===== config.mk =====
export PLATFORM = sky130hd
export DESIGN_NAME = sfof_fifo
export DESIGN_NICKNAME = d
export VERILOG_FILES = /design/src/sfof_pkg.sv /design/src/sfof_fifo.sv
export SDC_FILE = /design/constraint.sdc
export NUM_CORES = 1
export LEC_CHECK = 0
export BUFFER_PORTS_ARGS = -buffer_cell sky130_fd_sc_hd__buf_4
export CORE_MARGIN = 1.5
export CORE_UTILIZATION = 23
export CTS_BUF_LIST = sky130_fd_sc_hd__clkbuf_8
export DETAILED_ROUTE_END_ITERATION = 6
export PLACE_DENSITY = 0.4
export SLEW_MARGIN = 10
export SYNTH_ARGS = -nofsm -noshare
export SYNTH_HDL_FRONTEND = slang
export SYNTH_SLANG_ARGS = --single-unit

===== constraint.sdc =====
create_clock -name clk -period 2.6 [get_ports clk]
set_clock_uncertainty 0.2 [all_clocks]
set_input_delay 0.26 -clock clk [delete_from_list [all_inputs] [get_ports clk]]
set_output_delay 0.26 -clock clk [all_outputs]
set_load 0.005 [all_outputs]

===== src/sfof_pkg.sv =====
`timescale 1ns / 1ps
package sfof_pkg;

	// Register indexes of the configuration port
	localparam int CFG_IDX_W = 3;
	localparam logic [CFG_IDX_W-1:0] REG_CAM_POS_X   = 3'd0;
	localparam logic [CFG_IDX_W-1:0] REG_CAM_POS_Y   = 3'd1;
	localparam logic [CFG_IDX_W-1:0] REG_CAM_POS_Z   = 3'd2;
	localparam logic [CFG_IDX_W-1:0] REG_CAM_ROT     = 3'd3;
	localparam logic [CFG_IDX_W-1:0] REG_NEAR        = 3'd4;
	localparam logic [CFG_IDX_W-1:0] REG_TAN_HALF    = 3'd5;
	localparam logic [CFG_IDX_W-1:0] REG_VIEW_ASPECT = 3'd6;
	localparam int CFG_DATA_W = 64;

	// Reset values of the registers
	localparam logic [63:0] ROT_RST    = 64'd16384;
	localparam logic [30:0] NEAR_RST   = 31'd6554;
	localparam logic [30:0] TAN_RST    = 31'd65536;
	localparam logic [30:0] ASPECT_RST = 31'd116508;

	// Saturation limits
	localparam logic signed [31:0] S32_MAX   = 32'sh7FFF_FFFF;
	localparam logic signed [31:0] S32_MIN   = -32'sh8000_0000;
	localparam logic signed [63:0] S32_MAX_W = 64'sd2147483647;
	localparam logic signed [63:0] S32_MIN_W = -64'sd2147483648;
	localparam int U31_W = 31;
	localparam logic [U31_W-1:0] U31_MAX = '1;

	typedef struct packed {
		logic signed [15:0] light_qw;
		logic signed [15:0] light_qx;
		logic signed [15:0] light_qy;
		logic signed [15:0] light_qz;
		logic [30:0]        frustum_range;
		logic signed [31:0] back_extension;
	} item_t;

	typedef struct packed {
		logic signed [31:0] ortho_pos_x;
		logic signed [31:0] ortho_pos_y;
		logic signed [31:0] ortho_pos_z;
		logic signed [31:0] depth_range;
		logic [30:0]        view_width;
		logic [30:0]        ortho_aspect;
		logic               aspect_saturated;
	} result_t;

	typedef struct packed {
		logic signed [31:0] pos_x;
		logic signed [31:0] pos_y;
		logic signed [31:0] pos_z;
		logic [63:0]        rot;
		logic [30:0]        near;
		logic [30:0]        tan_half;
		logic [30:0]        aspect;
	} cfg_t;

	// 3x3 matrix, entry [row*3+col]
	typedef logic [8:0][31:0] mat_t;

	// Work handed from the front end to the back end
	typedef struct packed {
		mat_t               lm;
		mat_t               cm;
		logic [1:0][30:0]   slice_d;
		logic [1:0][30:0]   hh;
		logic [1:0][30:0]   hw;
		logic signed [31:0] back;
	} mid_t;

	typedef struct packed {
		logic full;
		logic empty;
	} fifo_stat_t;

	function automatic logic signed [31:0] sat32(input logic signed [63:0] v);
		logic signed [31:0] r;
		if (v > S32_MAX_W)
			r = S32_MAX;
		else if (v < S32_MIN_W)
			r = S32_MIN;
		else
			r = v[31:0];
		return r;
	endfunction

	// Round half up, then drop s fraction bits
	function automatic logic signed [63:0] rsh_round(input logic signed [63:0] v, input int s);
		logic signed [63:0] half;
		half = 64'sd1 <<< (s - 1);
		return (v + half) >>> s;
	endfunction

	// Unsigned product rescale with round half up and clamp to 31 bits
	function automatic logic [30:0] scale_clamp(input logic [61:0] p, input int f);
		logic [62:0] t;
		t = ({1'b0, p} + (63'd1 << (f - 1))) >> f;
		return (t > 63'(U31_MAX)) ? U31_MAX : t[30:0];
	endfunction

endpackage


===== src/sfof_fifo.sv =====
`timescale 1ns / 1ps
module sfof_fifo #(
	parameter int W     = 8,
	parameter int DEPTH = 4
) (
	input  logic                  clk,
	input  logic                  arst_n,
	input  logic                  push,
	input  logic                  pop,
	input  logic [W-1:0]          din,
	output logic [W-1:0]          dout,
	output sfof_pkg::fifo_stat_t  stat
);
	localparam int PW = (DEPTH > 1) ? $clog2(DEPTH) : 1;
	localparam int CW = $clog2(DEPTH + 1);

	logic [W-1:0]  mem_q [DEPTH];
	logic [PW-1:0] wr_ptr_q, rd_ptr_q;
	logic [CW-1:0] cnt_q;
	logic          do_push, do_pop;

	assign do_push = push && (cnt_q != CW'(DEPTH));
	assign do_pop  = pop && (cnt_q != '0);

	// Pointers and fill count
	always_ff @(posedge clk or negedge arst_n) begin
		if (!arst_n) begin
			wr_ptr_q <= '0;
			rd_ptr_q <= '0;
			cnt_q    <= '0;
		end else begin
			if (do_push)
				wr_ptr_q <= (wr_ptr_q == PW'(DEPTH - 1)) ? '0 : wr_ptr_q + 1'b1;
			if (do_pop)
				rd_ptr_q <= (rd_ptr_q == PW'(DEPTH - 1)) ? '0 : rd_ptr_q + 1'b1;
			if (do_push && !do_pop)
				cnt_q <= cnt_q + 1'b1;
			else if (do_pop && !do_push)
				cnt_q <= cnt_q - 1'b1;
		end
	end

	// Entry storage
	always_ff @(posedge clk) begin
		if (do_push)
			mem_q[wr_ptr_q] <= din;
	end

	assign dout       = mem_q[rd_ptr_q];
	assign stat.full  = (cnt_q == CW'(DEPTH));
	assign stat.empty = (cnt_q == '0);

endmodule


==> results of run 1 <==
==> metal layers <==
layer | global-route usage, % | vias to the layer above | wire [um]
li1 | - | 368 | -
met1 | 10.56 | 412 | 1320
met2 | 12.47 | 20 | 1230
met3 | 3.697 | 2 | 146
met4 | 1.760 | 0 | 18
met5 | 0 | - | 0
==> state kept, by name (all words and copies together) (netlist names) <==
| name | count |
|---|---|
| cnt_q | 3 |
| wr_ptr_q | 2 |
| mem_q | 32 |
| rd_ptr_q | 2 |
==> power by group <==
group	internal [mW]	leakage (nW)	switching [mW]
Combinational	0.429	0.337	0.256
Sequential	0.845	0.375	0.153
Clock	0.183	0.0453	0.205
==> through the flow <==
stage / instance area, sq um / setup WS (ns) / hold WS, ns
final: 2061 / 0.3556 / 0.1175
after floorplan: 1620 / 0.4616 / -0.2356
after CTS: 2061 / 0.2827 / 0.1082
after detailed placement: 1886 / 0.3760 / -0.1192
after global routing: 2061 / 0.1651 / 0.1018
after global placement: 1886 / 0.4635 / -0.1219
==> final cells by class <==
cell class	count	area share (%)
Inverter	3	0.5464
Timing Repair Buffer	31	12.39
Clock inverter	3	0.7893
Sequential cell	39	55.13
Tap cell	96	5.829
Clock buffer	5	3.339
Multi-Input combinational cell	34	21.98
==> timing repair <==
action | in CTS | in global routing
hold buffers | 9 | 0
endpoints found under the hold margin | 39 | 0
endpoints found under the setup margin | 0 | 0
==> kinds of logic (layout without fill, tap and decap cells) <==
group,count (synthesis),after routing
DFF,39,39
muxes,13,13
and+or+nand+nor,11,11
adders and majority gates,7,7
buffers and inverters,6,42
xor gates and xnor gates,3,3
==> worst max path at each step <==
stage	end	slack [ns]	depth (start not counted)
3_5_place_dp	cnt_q[2]	0.38	8
5_1_grt	cnt_q[2]	0.17	8
2_1_floorplan	cnt_q[2]	0.46	8
6_report	dout[0]	0.36	2
3_3_place_gp	cnt_q[2]	0.46	8
4_1_cts	dout[0]	0.28	2
==> synthesized netlist by cell type, types with 2 or more instances <==
cell      number
ha_1           6
and2_2         4
nor2_1         3
edfxtp_1      32
inv_1          3
mux2_4         2
mux4_2         8
dfrtp_1        7
mux2_2         3
xor2_1         2
==> reports/qor.yml, run 1 <==
cts_resized: 0
fin_cells: 211
syn-cell-area_sq_mm: 0.001620
htreeDepth: 2
grt_max_degree: 13
root_buffer: "clkbuf_8"
critPathLaunchType: "register"
syn_inst: 79
multi_input_area_sq_um: 452.9
rsz0062_at_grt: "false"
insertion_delay_ns: 0.28
r2r_end: "cnt_q[2]"
grt_overflow: 0
layout_commonest_cell: "edfxtp_1"
synth_edf_count: 32
crit_arrival_ns: 1.78
clock-sinks: 39
async_flop_share_pct: 17.95
finalSetupTns_ns: 0
min_path_type: "in2async"
tightest_slew_ns: 0.6277
path_class: "reg2out"
cts_tree: "done"
rrSetupSlack_ns: 0.37
reg2regPathDepth: 8
p_leak_nw: 0.7578
routabilityCongestion: 0.7409
power.total_mw: 2.072
grt_pass1_wl_mm: 4.312
setup_violations: 0
synth-seq-area-share_pct: 70.12
syn_avg_cell_area_sq_um: 20.51
yosys.area_share.simple_pct: 5.405
register_area_sq_mm: 0.001136
avgRoutedWirePerCell_um: 12.87
diodes: 0
status: "complete, no violations"
antenna_found_initial: 0
io_pins: 22
synth_warnings: 0
row_count: 30
power_density_mw_per_mm2: 1005
ir_drop_mv: 0.3932
cp_slowest_cell: "dfrtp_1"
synthAdderAreaFrac_pct: 5.869
fmax_mhz: 445.6
routed_wl_mm: 2.716
vias: 802
yosys_register_bits: 39
initial_core_util_pct: 23.85
clk_path_buf_depth: 2
grt.total_usage_pct: 8.128
period_share_pct: 86.32
max-cap-violations: 0
period_minus_slack_ns: 2.244
yosysTopAreaCell: "edfxtp_1"
synth-compound-area-share_pct: 0
grt_pass1_vias: 814
drive_above_1_share_pct: 42.61
cts.reportedPaths.clkPinSlew_ns: 0.07
critPathTopFamily: "flip-flops"
fillers: 678
synthMuxAreaShare_pct: 15.06
crit_start: "rd_ptr_q[0]"
mostFrequentLayoutCells: "edfxtp_1 (32), buf_4 (22), dlygate4sd3_1 (9)"
synth-main-ff-cell: "edfxtp_1"
max_stage_delay_ns: 0.75
die_w_um: 86.94
ant_nets: 0
fin_nets: 133
report.final.hold_viol_count: 0
syn2layout_area_growth_pct: 27.18
vias_per_cell: 3.801
critPathCaptureType: "output pin"
synth_top_family_by_area: "multiplexers"
io_buffers: 21
syn_nets: 98
cts_buffers: 5
die_h_um: 86.94
slew_headroom_pct: 58.16
synthDistinctLibCells: 19
dp.cells: 194
timing.critical_path.fanout_max: 11
final_util_pct: 30.33
synth_area_leaders: "edfxtp_1 (59%), mux4_2 (11%), dfrtp_1 (11%)"
die_area_sq_mm: 0.007558
crit_path_cell_trace: "mux4_2 -> buf_4"
rr_startpoint: "cnt_q[1]"
coreArea_sq_mm: 0.006794
yosys.area_share.xor_xnor_pct: 1.622
place_hpwl_mm: 1.807
first_iter_violations: 31
drt_first_pass_iters: 4
cts_setup_buffers: 0
required_ns: 2.14
crit_buf_inv: 1
slew_viol_final: 0
drc: 0
netlist.area_leader.share_pct: 59.31
Note: power is estimated with default switching activity, not from simulation.
==> inputs of run 2 (changes only) <==
RECOVER_POWER = 25   (was unset)
==> run 2 against run 1 <==
  * Combinational power down 0.6%
  * Power down 0.14%
  * Sequential share of layout area up 0.51 points
  * Via count down 0.50%
  * Critical path type unchanged
  * Critical endpoint unchanged
  * Largest cell class unchanged
  * Highest routed layer unchanged
==> reports/qor.yml, run 2 (same netlist as run 1, synthesis figures left out) <==
cts_tree: "done"
grt_pass1_vias: 814  # unchanged
period_share_pct: 86.57  # +0.25 points
diodes: 0  # unchanged
min-delay-start: "pop"
syn2layout_area_growth_pct: 26.02
setup_slack_ns: 0.3492  # -0.006443 ns
slew_viol_final: 0  # unchanged
fin_cells: 211  # unchanged
timing.critical_path.fanout_max: 11  # unchanged
layout_commonest_cell: "edfxtp_1"
max-cap-violations: 0  # unchanged
power.share.switching_pct: 29.70  # +0.060 points
rsz0062_at_grt: "false"
grt_pass1_wl_mm: 4.312  # unchanged
power_density_mw_per_mm2: 1013  # +0.77%
grt.total_usage_pct: 8.128  # unchanged
required_ns: 2.14  # about the same
io_pins: 22  # unchanged
finalSetupTns_ns: 0  # unchanged
status: "complete, no violations"
die_h_um: 86.94  # unchanged
path_class: "reg2out"
regMostFlops: "mem_q"
period_minus_slack_ns: 2.251  # +0.006443 ns
reg2regPathDepth: 8  # unchanged
coreArea_sq_mm: 0.006794  # unchanged
drive_above_1_share_pct: 38.26  # -4.3 points
seq_power_share_pct: 48.3  # about the same
clockPowerShare_pct: 18.8  # about the same
insertion_delay_ns: 0.28  # about the same
first_iter_violations: 31  # unchanged
largest_reg_flops: 32  # unchanged
grt_max_degree: 13  # unchanged
setup_violations: 0  # unchanged
fin_nets: 133  # unchanged
min_path_type: "in2reg"
avgRoutedWirePerCell_um: 12.82  # -0.37%
routed_wl_mm: 2.706  # -0.37%
p_leak_nw: 0.7397  # -2.4%
post-place-ws_ns: 0.3760  # unchanged
mostFrequentLayoutCells: "edfxtp_1 (32), buf_4 (17), dlygate4sd3_1 (9)"
drc: 0  # unchanged
row_count: 30  # unchanged
antenna_found_initial: 0  # unchanged
cts_setup_buffers: 0  # unchanged
die_w_um: 86.94  # unchanged
ant_nets: 0  # unchanged
die_area_sq_mm: 0.007558  # unchanged
r2r_end: "cnt_q[2]"
slew_headroom_pct: 57.66  # -0.50 points
rrSetupSlack_ns: 0.36  # about the same
htreeDepth: 2  # unchanged
cts_resized: 0  # unchanged
cts_buffers: 5  # unchanged
dp.cells: 194  # unchanged
initial_core_util_pct: 23.85  # unchanged
hold_end: "rd_ptr_q[0]"
critPathLaunchType: "register"
clk_path_buf_depth: 2  # unchanged
clock-sinks: 39  # unchanged
vias: 798  # -0.50%
ir_drop_mv: 0.3944  # +0.29%
drt_first_pass_iters: 4  # unchanged
place_hpwl_mm: 1.807  # unchanged
power_frac_comb_pct: 32.9  # -0.2 points
tightest_slew_ns: 0.6351  # +0.007493 ns
grt_overflow: 0  # unchanged
holdWs_ns: 0.1449  # +0.02743 ns
fmax_mhz: 444.3  # -0.29%
report.final.hold_viol_count: 0  # unchanged
crit_arrival_ns: 1.79  # about the same
cts.reportedPaths.clkPinSlew_ns: 0.07  # about the same
critPathCaptureType: "output pin"
p_int_mw: 1.454  # -0.23%
hold_depth: 3
rr_startpoint: "cnt_q[1]"
root_buffer: "clkbuf_8"
vias_per_cell: 3.782  # -0.50%
io_buffers: 21  # unchanged
switchingPower_uw: 614.3  # about the same
reg_top3: "mem_q x32, cnt_q x3"
routabilityCongestion: 0.7409  # unchanged
## run 2: cell count changes in the layout (fill, tap and decap cells not counted)
| cell | delta |
|---|---|
| buf_4 | -5 |
| clkbuf_1 | +5 |
## run 2: per-stage QoR
stage | cell area (sq um) | util [%] | total power, mW
5_1_grt | 2042 | 30.06 | 2.239
4_1_cts | 2061 | 30.33 | 2.120
3_5_place_dp | 1886 | 27.75 | 1.710
3_3_place_gp | 1886 | 27.75 | 1.694
6_report | 2042 | 30.06 | 2.069
2_1_floorplan | 1620 | - | 1.425
## run 2: power by group through the flow
stage	registers, mW	logic [mW]	clock network [mW]
floorplan	0.924	0.501	0
global placement	1.01	0.680	0
detailed placement	1.02	0.689	0
CTS	1.01	0.706	0.406
global route	1.03	0.771	0.440
finish	1.00	0.681	0.388
## run 2: how the worst max path moves through the flow
stage / depth (start not counted) / to / startpoint
floorplan: 8 / cnt_q[2] / cnt_q[0]
global placement: 8 / cnt_q[2] / cnt_q[0]
detailed placement: 8 / cnt_q[2] / cnt_q[1]
CTS: 2 / dout[0] / rd_ptr_q[0]
global route: 8 / cnt_q[2] / cnt_q[1]
finish: 2 / dout[0] / rd_ptr_q[0]
## run 2: timing repair
action | in CTS | in global routing
endpoints found under the setup margin | 0 | 0
hold buffers | 9 | 0
endpoints found under the hold margin | 39 | 0
## run 2: area by class of cell
type	instances	area (sq um)
Fill cell	678	4752
Sequential cell	39	1136
Multi-Input combinational cell	34	452.9
Timing Repair Buffer	31	236.5
Tap cell	96	120.1
Clock buffer	5	68.82
Clock inverter	3	16.27
Inverter	3	11.26
## run 2: metal layers
layer,share of wire [%],GRT usage (%),wire [um],vias up
met5,0,0,0,-
li1,-,-,-,367
met4,0.67,1.760,18,0
met1,48,10.56,1312,409
met3,5.4,3.697,146,2
met2,45,12.47,1229,20
## run 2: critical path, stage by stage, from the launching register on
cell     delay [ns]
dfrtp_1        0.75
mux4_2         0.60
buf_4          0.15
